$ cat config.mk
export PLATFORM = sky130hd
export DESIGN_NAME = greedy_coin_change_unit
export DESIGN_NICKNAME = d
export VERILOG_FILES = /design/src/hw/rtl/gcoin_pkg.sv /design/src/hw/rtl/greedy_coin_change_unit.sv
export SDC_FILE = /design/constraint.sdc
export NUM_CORES = 2
export LEC_CHECK = 0
export ABC_AREA = 1
export BUFFER_PORTS_ARGS = -buffer_cell sky130_fd_sc_hd__buf_4
export CAP_MARGIN = 30
export CORE_UTILIZATION = 53
export CTS_BUF_LIST = sky130_fd_sc_hd__clkbuf_8 sky130_fd_sc_hd__clkbuf_16
export DETAILED_ROUTE_END_ITERATION = 16
export PLACE_DENSITY = 0.74
export SYNTH_ARGS = -nofsm -noshare
export SYNTH_HDL_FRONTEND = slang
export SYNTH_SLANG_ARGS = --single-unit
$ cat constraint.sdc
create_clock -name clk -period 13.35 [get_ports clk]
set_input_delay 0.6675 -clock clk [delete_from_list [all_inputs] [get_ports clk]]
set_output_delay 0.6675 -clock clk [all_outputs]
set_load 0.005 [all_outputs]
$ cat src/hw/rtl/gcoin_pkg.sv
// ----------------------------------------------------------------------------
// gcoin_pkg
// Shared widths, register indexes and reset values for the greedy coin
// change unit.
// ----------------------------------------------------------------------------
package gcoin_pkg;

    localparam int AMT_W          = 16;
    localparam int DENOM_W        = 16;
    localparam int COUNT_W        = 16;
    localparam int SLOT_W         = 2;
    localparam int COINS_W        = 3;
    localparam int CFG_IDX_W      = 3;
    localparam int CFG_DATA_W     = 16;
    localparam int NUM_DENOM_REGS = 4;
    localparam int BITS_PER_STAGE = 2;

    typedef enum logic [CFG_IDX_W-1:0] {
        CFG_COINS_IN_USE = 3'd0,
        CFG_DENOM_0      = 3'd1,
        CFG_DENOM_1      = 3'd2,
        CFG_DENOM_2      = 3'd3,
        CFG_DENOM_3      = 3'd4
    } cfg_reg_t;

    function automatic logic [DENOM_W-1:0] denom_reset(input int slot);
        logic [DENOM_W-1:0] value;
        case (slot)
            0:       value = DENOM_W'(25);
            1:       value = DENOM_W'(10);
            2:       value = DENOM_W'(5);
            default: value = DENOM_W'(1);
        endcase
        return value;
    endfunction

endpackage

$ cat src/hw/rtl/greedy_coin_change_unit.sv
// ----------------------------------------------------------------------------
// greedy_coin_change_unit
// Greedy change maker: one amount in, one coin count per denomination out.
// ----------------------------------------------------------------------------
// Input channel (in_valid, in_stall, amount): one transaction per amount.
// Output channel (out_valid, out_stall, coin_slot, coin_count, last,
// cannot_make): one transaction per denomination in use, slot 0 first;
// last marks the final one, and cannot_make is set on it when a nonzero
// remainder is left. Configuration channel (cfg_valid, cfg_ready,
// cfg_index, cfg_data) is always ready; write it only while idle.
// Each denomination is divided by a restoring divider cut into
// ceil(min(AMOUNT_WIDTH,16)/2) stages of two quotient bits each, so the
// pipeline is NUM_COINS times that deep (32 stages at the defaults).
// The first result of an amount leaves after it has passed every stage and the serializer register.
// An amount enters every cycle while the pipeline has room; sustained rate
// is bounded by the output channel, which carries one count per cycle while
// out_stall is low, one count per denomination in use.
// Reset empties the pipeline, sets min(NUM_COINS,4) coins in use and loads 25, 10, 5, 1.
// While out_stall is high the current result holds, the pipeline fills up
// behind it, and in_stall rises once every stage is occupied.
// ----------------------------------------------------------------------------
module greedy_coin_change_unit #(
    parameter int NUM_COINS    = 4,
    parameter int AMOUNT_WIDTH = 16
) (
    input  logic                                  clk,
    input  logic                                  rst_n,
    input  logic                                  in_valid,
    output logic                                  in_stall,
    input  logic [gcoin_pkg::AMT_W-1:0]           amount,
    output logic                                  out_valid,
    input  logic                                  out_stall,
    output logic [gcoin_pkg::SLOT_W-1:0]          coin_slot,
    output logic [gcoin_pkg::COUNT_W-1:0]         coin_count,
    output logic                                  last,
    output logic                                  cannot_make,
    input  logic                                  cfg_valid,
    output logic                                  cfg_ready,
    input  logic [gcoin_pkg::CFG_IDX_W-1:0]       cfg_index,
    input  logic [gcoin_pkg::CFG_DATA_W-1:0]      cfg_data
);

    import gcoin_pkg::*;

    localparam int REM_W         = (AMOUNT_WIDTH < AMT_W) ? AMOUNT_WIDTH : AMT_W;
    localparam int StagesPerCoin = (REM_W + BITS_PER_STAGE - 1) / BITS_PER_STAGE;
    localparam int NumStages     = NUM_COINS * StagesPerCoin;
    localparam logic [COINS_W-1:0] CoinsReset =
        COINS_W'((NUM_COINS < NUM_DENOM_REGS) ? NUM_COINS : NUM_DENOM_REGS);
    localparam logic [COINS_W-1:0] CoinsMax = COINS_W'(NUM_COINS);

    typedef struct packed {
        logic [REM_W-1:0]                      rem;
        logic [DENOM_W-1:0]                    part;
        logic [REM_W-1:0]                      quot;
        logic [NUM_COINS-1:0][COUNT_W-1:0]     counts;
        logic                                  flag;
    } stage_t;

    logic [COINS_W-1:0] coins_in_use_reg;
    logic [COINS_W-1:0] coins_eff;
    logic [COINS_W-1:0] last_idx;
    logic [DENOM_W-1:0] denom [NUM_COINS];

    stage_t             stage_reg       [NumStages];
    stage_t             stage_next      [NumStages];
    logic               stage_valid_reg [NumStages];
    logic [NumStages:0] ready;

    logic [NUM_COINS-1:0][COUNT_W-1:0] ser_counts_reg, ser_counts_next;
    logic [COINS_W-1:0]                ser_slot_reg, ser_slot_next;
    logic                              ser_flag_reg, ser_flag_next;
    logic                              ser_valid_reg, ser_valid_next;
    logic                              ser_last;
    logic                              out_fire;

    // ------------------------------------------------------------------
    // Configuration registers
    // ------------------------------------------------------------------
    assign cfg_ready = 1'b1;

    always_ff @(posedge clk or negedge rst_n)
    begin
        if (!rst_n)
        begin
            coins_in_use_reg <= CoinsReset;
        end
        else if (cfg_valid && cfg_index == CFG_COINS_IN_USE)
        begin
            coins_in_use_reg <= cfg_data[COINS_W-1:0];
        end
    end

    for (genvar k = 0; k < NUM_COINS; k++)
    begin : g_denom
        if (k < NUM_DENOM_REGS)
        begin : g_reg
            localparam logic [CFG_IDX_W-1:0] DenomIdx =
                CFG_IDX_W'(CFG_DENOM_0) + CFG_IDX_W'(k);
            logic [DENOM_W-1:0] denom_reg;

            always_ff @(posedge clk or negedge rst_n)
            begin
                if (!rst_n)
                begin
                    denom_reg <= denom_reset(k);
                end
                else if (cfg_valid && cfg_index == DenomIdx)
                begin
                    denom_reg <= cfg_data[DENOM_W-1:0];
                end
            end

            assign denom[k] = denom_reg;
        end
        else
        begin : g_fixed
            assign denom[k] = denom_reset(k);
        end
    end

    always_comb
    begin
        if (coins_in_use_reg == '0)
        begin
            coins_eff = COINS_W'(1);
        end
        else if (coins_in_use_reg > CoinsMax)
        begin
            coins_eff = CoinsMax;
        end
        else
        begin
            coins_eff = coins_in_use_reg;
        end
        last_idx = coins_eff - COINS_W'(1);
    end

    // ------------------------------------------------------------------
    // Divider pipeline
    // ------------------------------------------------------------------
    assign in_stall = !ready[0];

    for (genvar i = 0; i < NumStages; i++)
    begin : g_stage
        localparam int Coin = i / StagesPerCoin;
        localparam int Sub  = i % StagesPerCoin;

        stage_t src;
        logic   src_valid;

        if (i == 0)
        begin : g_first
            always_comb
            begin
                src      = '0;
                src.rem  = amount[REM_W-1:0];
            end
            assign src_valid = in_valid;
        end
        else
        begin : g_next
            assign src       = stage_reg[i-1];
            assign src_valid = stage_valid_reg[i-1];
        end

        always_comb
        begin
            logic [DENOM_W:0]   trial;
            logic [DENOM_W-1:0] d;
            stage_next[i] = src;
            d             = denom[Coin];
            trial         = '0;
            for (int b = 0; b < BITS_PER_STAGE; b++)
            begin
                if (Sub * BITS_PER_STAGE + b < REM_W)
                begin
                    trial = {stage_next[i].part, stage_next[i].rem[REM_W-1]};
                    stage_next[i].rem = stage_next[i].rem << 1;
                    if (d != '0 && trial >= {1'b0, d})
                    begin
                        stage_next[i].part = DENOM_W'(trial - {1'b0, d});
                        stage_next[i].quot = {stage_next[i].quot[REM_W-2:0], 1'b1};
                    end
                    else
                    begin
                        stage_next[i].part = trial[DENOM_W-1:0];
                        stage_next[i].quot = {stage_next[i].quot[REM_W-2:0], 1'b0};
                    end
                end
            end
            if (Sub == StagesPerCoin - 1)
            begin
                stage_next[i].counts[Coin] = COUNT_W'(stage_next[i].quot);
                if (COINS_W'(Coin) == last_idx)
                begin
                    stage_next[i].flag = (stage_next[i].part != '0);
                end
                stage_next[i].rem  = stage_next[i].part[REM_W-1:0];
                stage_next[i].part = '0;
                stage_next[i].quot = '0;
            end
        end

        always_ff @(posedge clk or negedge rst_n)
        begin
            if (!rst_n)
            begin
                stage_valid_reg[i] <= 1'b0;
            end
            else if (ready[i])
            begin
                stage_valid_reg[i] <= src_valid;
            end
        end

        always_ff @(posedge clk)
        begin
            if (ready[i])
            begin
                stage_reg[i] <= stage_next[i];
            end
        end

        assign ready[i] = !stage_valid_reg[i] || ready[i+1];
    end

    // ------------------------------------------------------------------
    // Result serializer
    // ------------------------------------------------------------------
    assign out_fire     = ser_valid_reg && !out_stall;
    assign ser_last     = (ser_slot_reg == last_idx);
    assign ready[NumStages] = !ser_valid_reg || (out_fire && ser_last);

    always_comb
    begin
        ser_counts_next = ser_counts_reg;
        ser_slot_next   = ser_slot_reg;
        ser_flag_next   = ser_flag_reg;
        ser_valid_next  = ser_valid_reg;
        if (ready[NumStages])
        begin
            ser_valid_next  = stage_valid_reg[NumStages-1];
            ser_counts_next = stage_reg[NumStages-1].counts;
            ser_flag_next   = stage_reg[NumStages-1].flag;
            ser_slot_next   = '0;
        end
        else if (out_fire)
        begin
            for (int k = 0; k < NUM_COINS - 1; k++)
            begin
                ser_counts_next[k] = ser_counts_reg[k+1];
            end
            ser_slot_next = ser_slot_reg + COINS_W'(1);
        end
    end

    always_ff @(posedge clk or negedge rst_n)
    begin
        if (!rst_n)
        begin
            ser_valid_reg <= 1'b0;
            ser_slot_reg  <= '0;
        end
        else
        begin
            ser_valid_reg <= ser_valid_next;
            ser_slot_reg  <= ser_slot_next;
        end
    end

    always_ff @(posedge clk)
    begin
        ser_counts_reg <= ser_counts_next;
        ser_flag_reg   <= ser_flag_next;
    end

    assign out_valid   = ser_valid_reg;
    assign coin_slot   = ser_slot_reg[SLOT_W-1:0];
    assign coin_count  = ser_counts_reg[0];
    assign last        = ser_last;
    assign cannot_make = ser_last && ser_flag_reg;

    // ------------------------------------------------------------------
    // Assertions
    // ------------------------------------------------------------------
    a_slot_in_range: assert property (@(posedge clk) disable iff (!rst_n)
        ser_valid_reg |-> ser_slot_reg <= last_idx)
        else $error("result slot beyond last coin in use");

    a_slot_advance: assert property (@(posedge clk) disable iff (!rst_n)
        (ser_valid_reg && !out_stall && !ser_last) |=>
            (ser_valid_reg && ser_slot_reg == $past(ser_slot_reg) + COINS_W'(1)))
        else $error("result sequence broken before last coin");

    a_input_enters: assert property (@(posedge clk) disable iff (!rst_n)
        (in_valid && !in_stall) |=> stage_valid_reg[0])
        else $error("accepted amount did not enter the pipeline");

endmodule
======== Word level (Yosys, flattened, before mapping) ========
Memory sizes are Yosys's and may differ from the RTL's.
Index checks and enable logic that the tools add are counted.
word-level totals
  bits of input ports ..................... 40
  output and inout bits ................... 23
  bits in latches ......................... 0
  memories ................................ 1
  RAM bits ................................ 3616
  ROM bits ................................ 0
  logic and storage cells ................. 474
  bits in registers ....................... 168
cells by class
  eq/ne operators ......................... 8
  bitwise operators ....................... 0
  divide/modulo/power cells ............... 0
  mux-type cells .......................... 138
  add/sub/neg operators ................... 66
  $mul .................................... 0
  reduce and logical (&&, ||, !) cells .... 152
  shifts and indexed selects .............. 0
  magnitude comparators ................... 65
memories
  name       depth  width  read ports  clocked after Yosys merged registers in  write ports  RTL line                       RTL
  stage_reg  32     113    32          0                                        32           greedy_coin_change_unit.sv:65  stage_t stage_reg [NumStages];
operators by type and width
  kind                                                                 number
  32-bit 2-to-1 mux                                                    64
  17-bit by 16-bit >= comparator with 1-bit output                     63
  16-bit subtractor                                                    63
  16-bit nonzero test                                                  8
  48-bit 2-to-1 mux                                                    2
  1-bit logical AND                                                    72
  1-bit 2-to-1 mux                                                     68
  1-bit logical NOT                                                    35
  1-bit logical OR                                                     33
  1-bit by 16-bit >= comparator with 1-bit output                      1
  1-bit by 16-bit subtractor with 16-bit output                        1
  3-bit 2-to-1 mux                                                     4
  3-bit logical NOT                                                    3
  2-bit by 3-bit == test with 1-bit output (first input constant)      2
  3-bit by 2-bit == test with 1-bit output (second input constant)     2
  3-bit by 1-bit adder with 3-bit output (second input constant)       1
  1-bit by 3-bit == test with 1-bit output (first input constant)      1
  3-bit by 1-bit == test with 1-bit output (second input constant)     1
  3-bit == test                                                        1
  3-bit == test (second input constant)                                1
  3-bit > comparator (second input constant)                           1
  3-bit by 1-bit subtractor with 3-bit output (second input constant)  1
  2-bit nonzero test                                                   1

======== Depth between registers and ports, before layout ========
  word-level depth ........................ 41
  mapped depth ............................ 45
  gate-level depth less buffers ........... 43

======== Least setup slack after synthesis ========
OpenSTA, ideal clock, no wires.
  path type ............................... flip-flop to output port
  start point ............................. register coins_in_use_reg[2]
  end point ............................... output port in_stall
  cell stages (with the launch flop) ...... 30
  buffers on the path ..................... 0
  path slack .............................. 2.939 ns
  data arrival time ....................... 9.744 ns
  data required time ...................... 12.682 ns
  cells stage by stage .................... dfstp_2 > inv_2 > nand2_2 > nand2_2 > inv_1 > ha_1 > ha_1 > inv_1 > nand2_1 > nand2_1 > nor2_1 > nand3_2 > nand4_4 > nor2_4 > nand4_4 > nor2_4 > nand4_4 > nor2_4 > nand4_4 > nor2_4 > nand4_4 > nor2_4 > nand4_4 > nor2_4 > nand4_4 > nor2_4 > nand3_4 > nor2_4 > nand3_2 > inv_1
between the ends
  cells in the longest elaborated chain, start to end .. 40
  elaborated cells on any way between the ends .. 41
  those cells by class .................... add/sub (1); order compare (1); eq/ne (1); mux (2); reduce/logical (36)
ends and longest elaborated chain
  item                                             RTL line                        RTL
  start: declaration                               greedy_coin_change_unit.sv:60   logic [COINS_W-1:0] coins_in_use_reg;
  start signal: assignment                         greedy_coin_change_unit.sv:86   coins_in_use_reg <= CoinsReset;
  start signal: assignment                         greedy_coin_change_unit.sv:90   coins_in_use_reg <= cfg_data[COINS_W-1:0];
  3-bit > comparator                               greedy_coin_change_unit.sv:128  else if (coins_in_use_reg > CoinsMax)
  3-bit 2-to-1 mux                                 greedy_coin_change_unit.sv:128
  3-bit 2-to-1 mux (*)                             greedy_coin_change_unit.sv:124  if (coins_in_use_reg == '0)
  3-bit by 1-bit subtractor with 3-bit output (*)  greedy_coin_change_unit.sv:136  last_idx = coins_eff - COINS_W'(1);
  3-bit == test (*)                                greedy_coin_change_unit.sv:232  assign ser_last = (ser_slot_reg == last_idx);
  1-bit logical AND (*)                            greedy_coin_change_unit.sv:233  assign ready[NumStages] = !ser_valid_reg || (out_fire && ser_last);
  1-bit logical OR (*)                             greedy_coin_change_unit.sv:233
  1-bit logical OR (*) (2 in a row)                greedy_coin_change_unit.sv:225  assign ready[i] = !stage_valid_reg[i] || ready[i+1];
  via ready[30]                                    greedy_coin_change_unit.sv:68   logic [NumStages:0] ready;
  [4 not listed]                                   n/a
  via ready[26]                                    greedy_coin_change_unit.sv:68
  [4 not listed]                                   n/a
  via ready[22]                                    greedy_coin_change_unit.sv:68
  [4 not listed]                                   n/a
  via ready[18]                                    greedy_coin_change_unit.sv:68
  [4 not listed]                                   n/a
  via ready[14]                                    greedy_coin_change_unit.sv:68
  [4 not listed]                                   n/a
  via ready[10]                                    greedy_coin_change_unit.sv:68
  1-bit logical OR (*) (4 in a row)                greedy_coin_change_unit.sv:225
  via ready[6]                                     greedy_coin_change_unit.sv:68
  1-bit logical OR (*) (3 in a row)                greedy_coin_change_unit.sv:225
  via ready[3]                                     greedy_coin_change_unit.sv:68
  1-bit logical OR (*) (3 in a row)                greedy_coin_change_unit.sv:225
  via ready[0]                                     greedy_coin_change_unit.sv:68
  1-bit logical NOT (*)                            greedy_coin_change_unit.sv:142  assign in_stall = !ready[0];
  end: declaration                                 greedy_coin_change_unit.sv:29   output logic in_stall,
The timed path passes the listed nets; every way through them passes the cells marked *.

======== Final worst setup path ========
Same ends and word-level chain as after synthesis.

==> impl_metrics.toml <==
[run_status]
outcome = "complete, no violations"

[global_routing]
antenna_found_initial = 6
grt_pass1_wl_um = 408000
gr-usage-all-layers = 0.250
first_global_vias = 73780
grt_max_degree = 68
grt_overflow = 0

[cells_and_area]
finalNetCount = 11720
drive_gt1_frac = 0.0557
fillers = 16447
area_growth_syn_to_layout_pct = 9.63
final_cell_mix = "nand2_1 (2,384), edfxtp_1 (1,866), ha_1 (973)"
mostFrequentLayoutCell = "nand2_1"
largest_reg_flops = 1801

[yosys]
synth_top_area_cell = "edfxtp_1"
synth-async-reset-ratio = 0.0523
ys_ff_latch = 1969
synth_fp_nets = 11558
ys_top_cells_by_area = "edfxtp_1 (51%), ha_1 (11%), nand2_1 (8.2%), o21ai_0 (4.3%), xor2_1 (3.6%)"
synth-seq-area-share = 0.535
synth_top_area_frac = 0.511
yosys_warnings = 0
netlist_area_um2 = 110000
synthCells = 10485
avgSynthCellArea_um2 = 10.5
ys_types = 63
synth-edff-count = 1866
ys.flop_type = "edfxtp_1"

[timing]
tightestPinTransition_ns = 0.985
setup-tns-final_ns = 0
setup_violations = 0
hold_violations = 0
final_max_slew_viol_count = 0
rsz0062_at_grt = "no"
period_share = 0.788
max_freq_ghz = 0.0950
finClkSkew_ns = 0.0991
slew_headroom = 0.342
fin_crit_ns = 10.52

[floorplan]
die_h_um = 457
die_x_um = 457
initial_core_util = 0.535
dieArea_um2 = 209000
design.core.area_um2 = 205000
placementRows = 166
num_io_pins = 63

[detailed_routing]
ant_nets = 0
avgRoutedWirePerCell_um = 19.6
via_per_inst = 5.64
drtIter0Drc = 5833
dr.pass1.iters = 8
drt-total-wl_um = 265000
drc = 0
num_vias = 76151

[critical_path]
rr_startpoint = "coins_in_use_reg[2]"
path_max_fanout = 67
crit_top_cell = "nor2_4"
cp.arrival_ns = 9.86
cpMaxStageDelayCell = "nand4_4"
cp.required_ns = 12.68
crit_path_start_kind = "register"
criticalPathCategory = "reg2out"
ff2ff_path_depth = 34
critPathMaxStageDelay_ns = 0.62
crit_end = "in_stall"
end_kind = "primary output"
r2r-end = "stage_reg[0][87]"
r2r_setup_slack_ns = 4.20
critPathLaunch = "coins_in_use_reg[2]"

[cts]
clk_path_buf_depth = 3
path_clk_slew_ns = 0.06
cts-htree-levels = 4
cts_made_buffers = 195
clk_latency_ns = 0.86
cts_resized = 0
root_buffer = "clkbuf_16"
cts_tree = "yes"
clock-sinks = 1969

[flow_run]
drv_cap = 0

[placement]
gp_congestion = 0.931
dp_hpwl_um = 189000
io_buffers = 61

[hold_path]
holdCritPathClass = "in2reg"
## stage by stage
stage | cell area [um2] | hold slack [ns] | cells | worst slack (ns) | utilization
after CTS | 120000 | 0.142 | 13500 | 2.39 | 0.586
after floorplan | 110000 | 0.372 | 10485 | 2.94 | -
after global placement | 113000 | 0.400 | 13111 | 3.72 | 0.552
final | 120000 | 0.198 | 13506 | 2.83 | 0.586
after detailed placement | 113000 | 0.405 | 13118 | 3.48 | 0.552
after global routing | 120000 | 0.185 | 13506 | 2.09 | 0.586
## layer usage
metal / wire, um / global-route usage / share of wire
met3: 13900 / 0.0297 / 0.053
met4: 11400 / 0.104 / 0.043
met1: 112000 / 0.325 / 0.42
met2: 128000 / 0.425 / 0.48
met5: 0 / 0 / 0
## what timing repair did
action                                  4_1_cts  5_1_grt
hold buffers                                 16        0
endpoints found under the setup margin        0        0
endpoints found under the hold margin        51        0
setup buffers                                 0        0
## kinds of logic after synthesis
group,synth area share
AO/OA/AOI/OAI,0.108
buffers and inverters,0.0379
XOR/XNOR,0.0643
flip-flops,0.535
adder cells (fa/ha/maj),0.122
AND/OR/NAND/NOR,0.133
other,0.0000342
## how the worst min path moves through the flow
stage,start,end,slack (ns),cells past startpoint
2_1_floorplan,rst_n,coins_in_use_reg[0],0.37,0
3_3_place_gp,stage_reg[1][687],stage_reg[1][800],0.40,0
3_5_place_dp,stage_reg[1][1752],ser_counts_reg[56],0.40,0
4_1_cts,amount[14],stage_reg[0][81],0.14,3
5_1_grt,amount[14],stage_reg[0][81],0.19,3
6_report,amount[14],stage_reg[0][81],0.20,3
## worst max-delay path: cells and delay by family, from the launching register on
family        cells  cell delay [ns]
simple gates     23             5.28
fa+ha+maj         2             0.41
buf+inv          11             2.55
flops             1             0.57
## final cells by class
cell class,count,area [um2],share of cell area
clock inverters,162,1600,0.0133
clock buffers,204,5010,0.0417
well taps,2688,3360,0.0280
diodes,2,5.00,0.0000417
repair buffers,186,1570,0.0130
multi-input cells,7457,46800,0.390
inverters,838,3150,0.0262
flip-flops and latches,1969,58600,0.488
## synth_stat cells (7+ instances only)
library cell	count
nand4_1	103
o211ai_1	14
o21ai_0	940
xor2_1	453
or2_2	25
nand4_4	7
a21o_1	48
o21ai_1	53
o221ai_1	8
dfstp_2	9
nor2_1	339
a211oi_1	15
a31oi_1	42
nand2_2	13
nor3_1	74
nand3b_1	24
nor2_4	8
buf_2	50
edfxtp_1	1866
a41oi_1	7
and2_1	12
a221oi_1	16
a221o_1	32
ha_1	973
a21oi_1	778
o21a_1	19
dfrtp_1	94
inv_2	16
fa_1	60
buf_4	28
inv_1	819
nand3_2	10
nand3_1	408
clkbuf_1	137
or2_1	7
a21boi_1	10
o2111ai_1	7
o31ai_1	12
xnor2_1	351
nor4_1	46
nand2_1	2388
a2111oi_0	11
o21bai_1	111
Power is left out: the tool's default activity adds up to more than one toggle a clock period on the data nets, which glitch-free logic cannot reach.
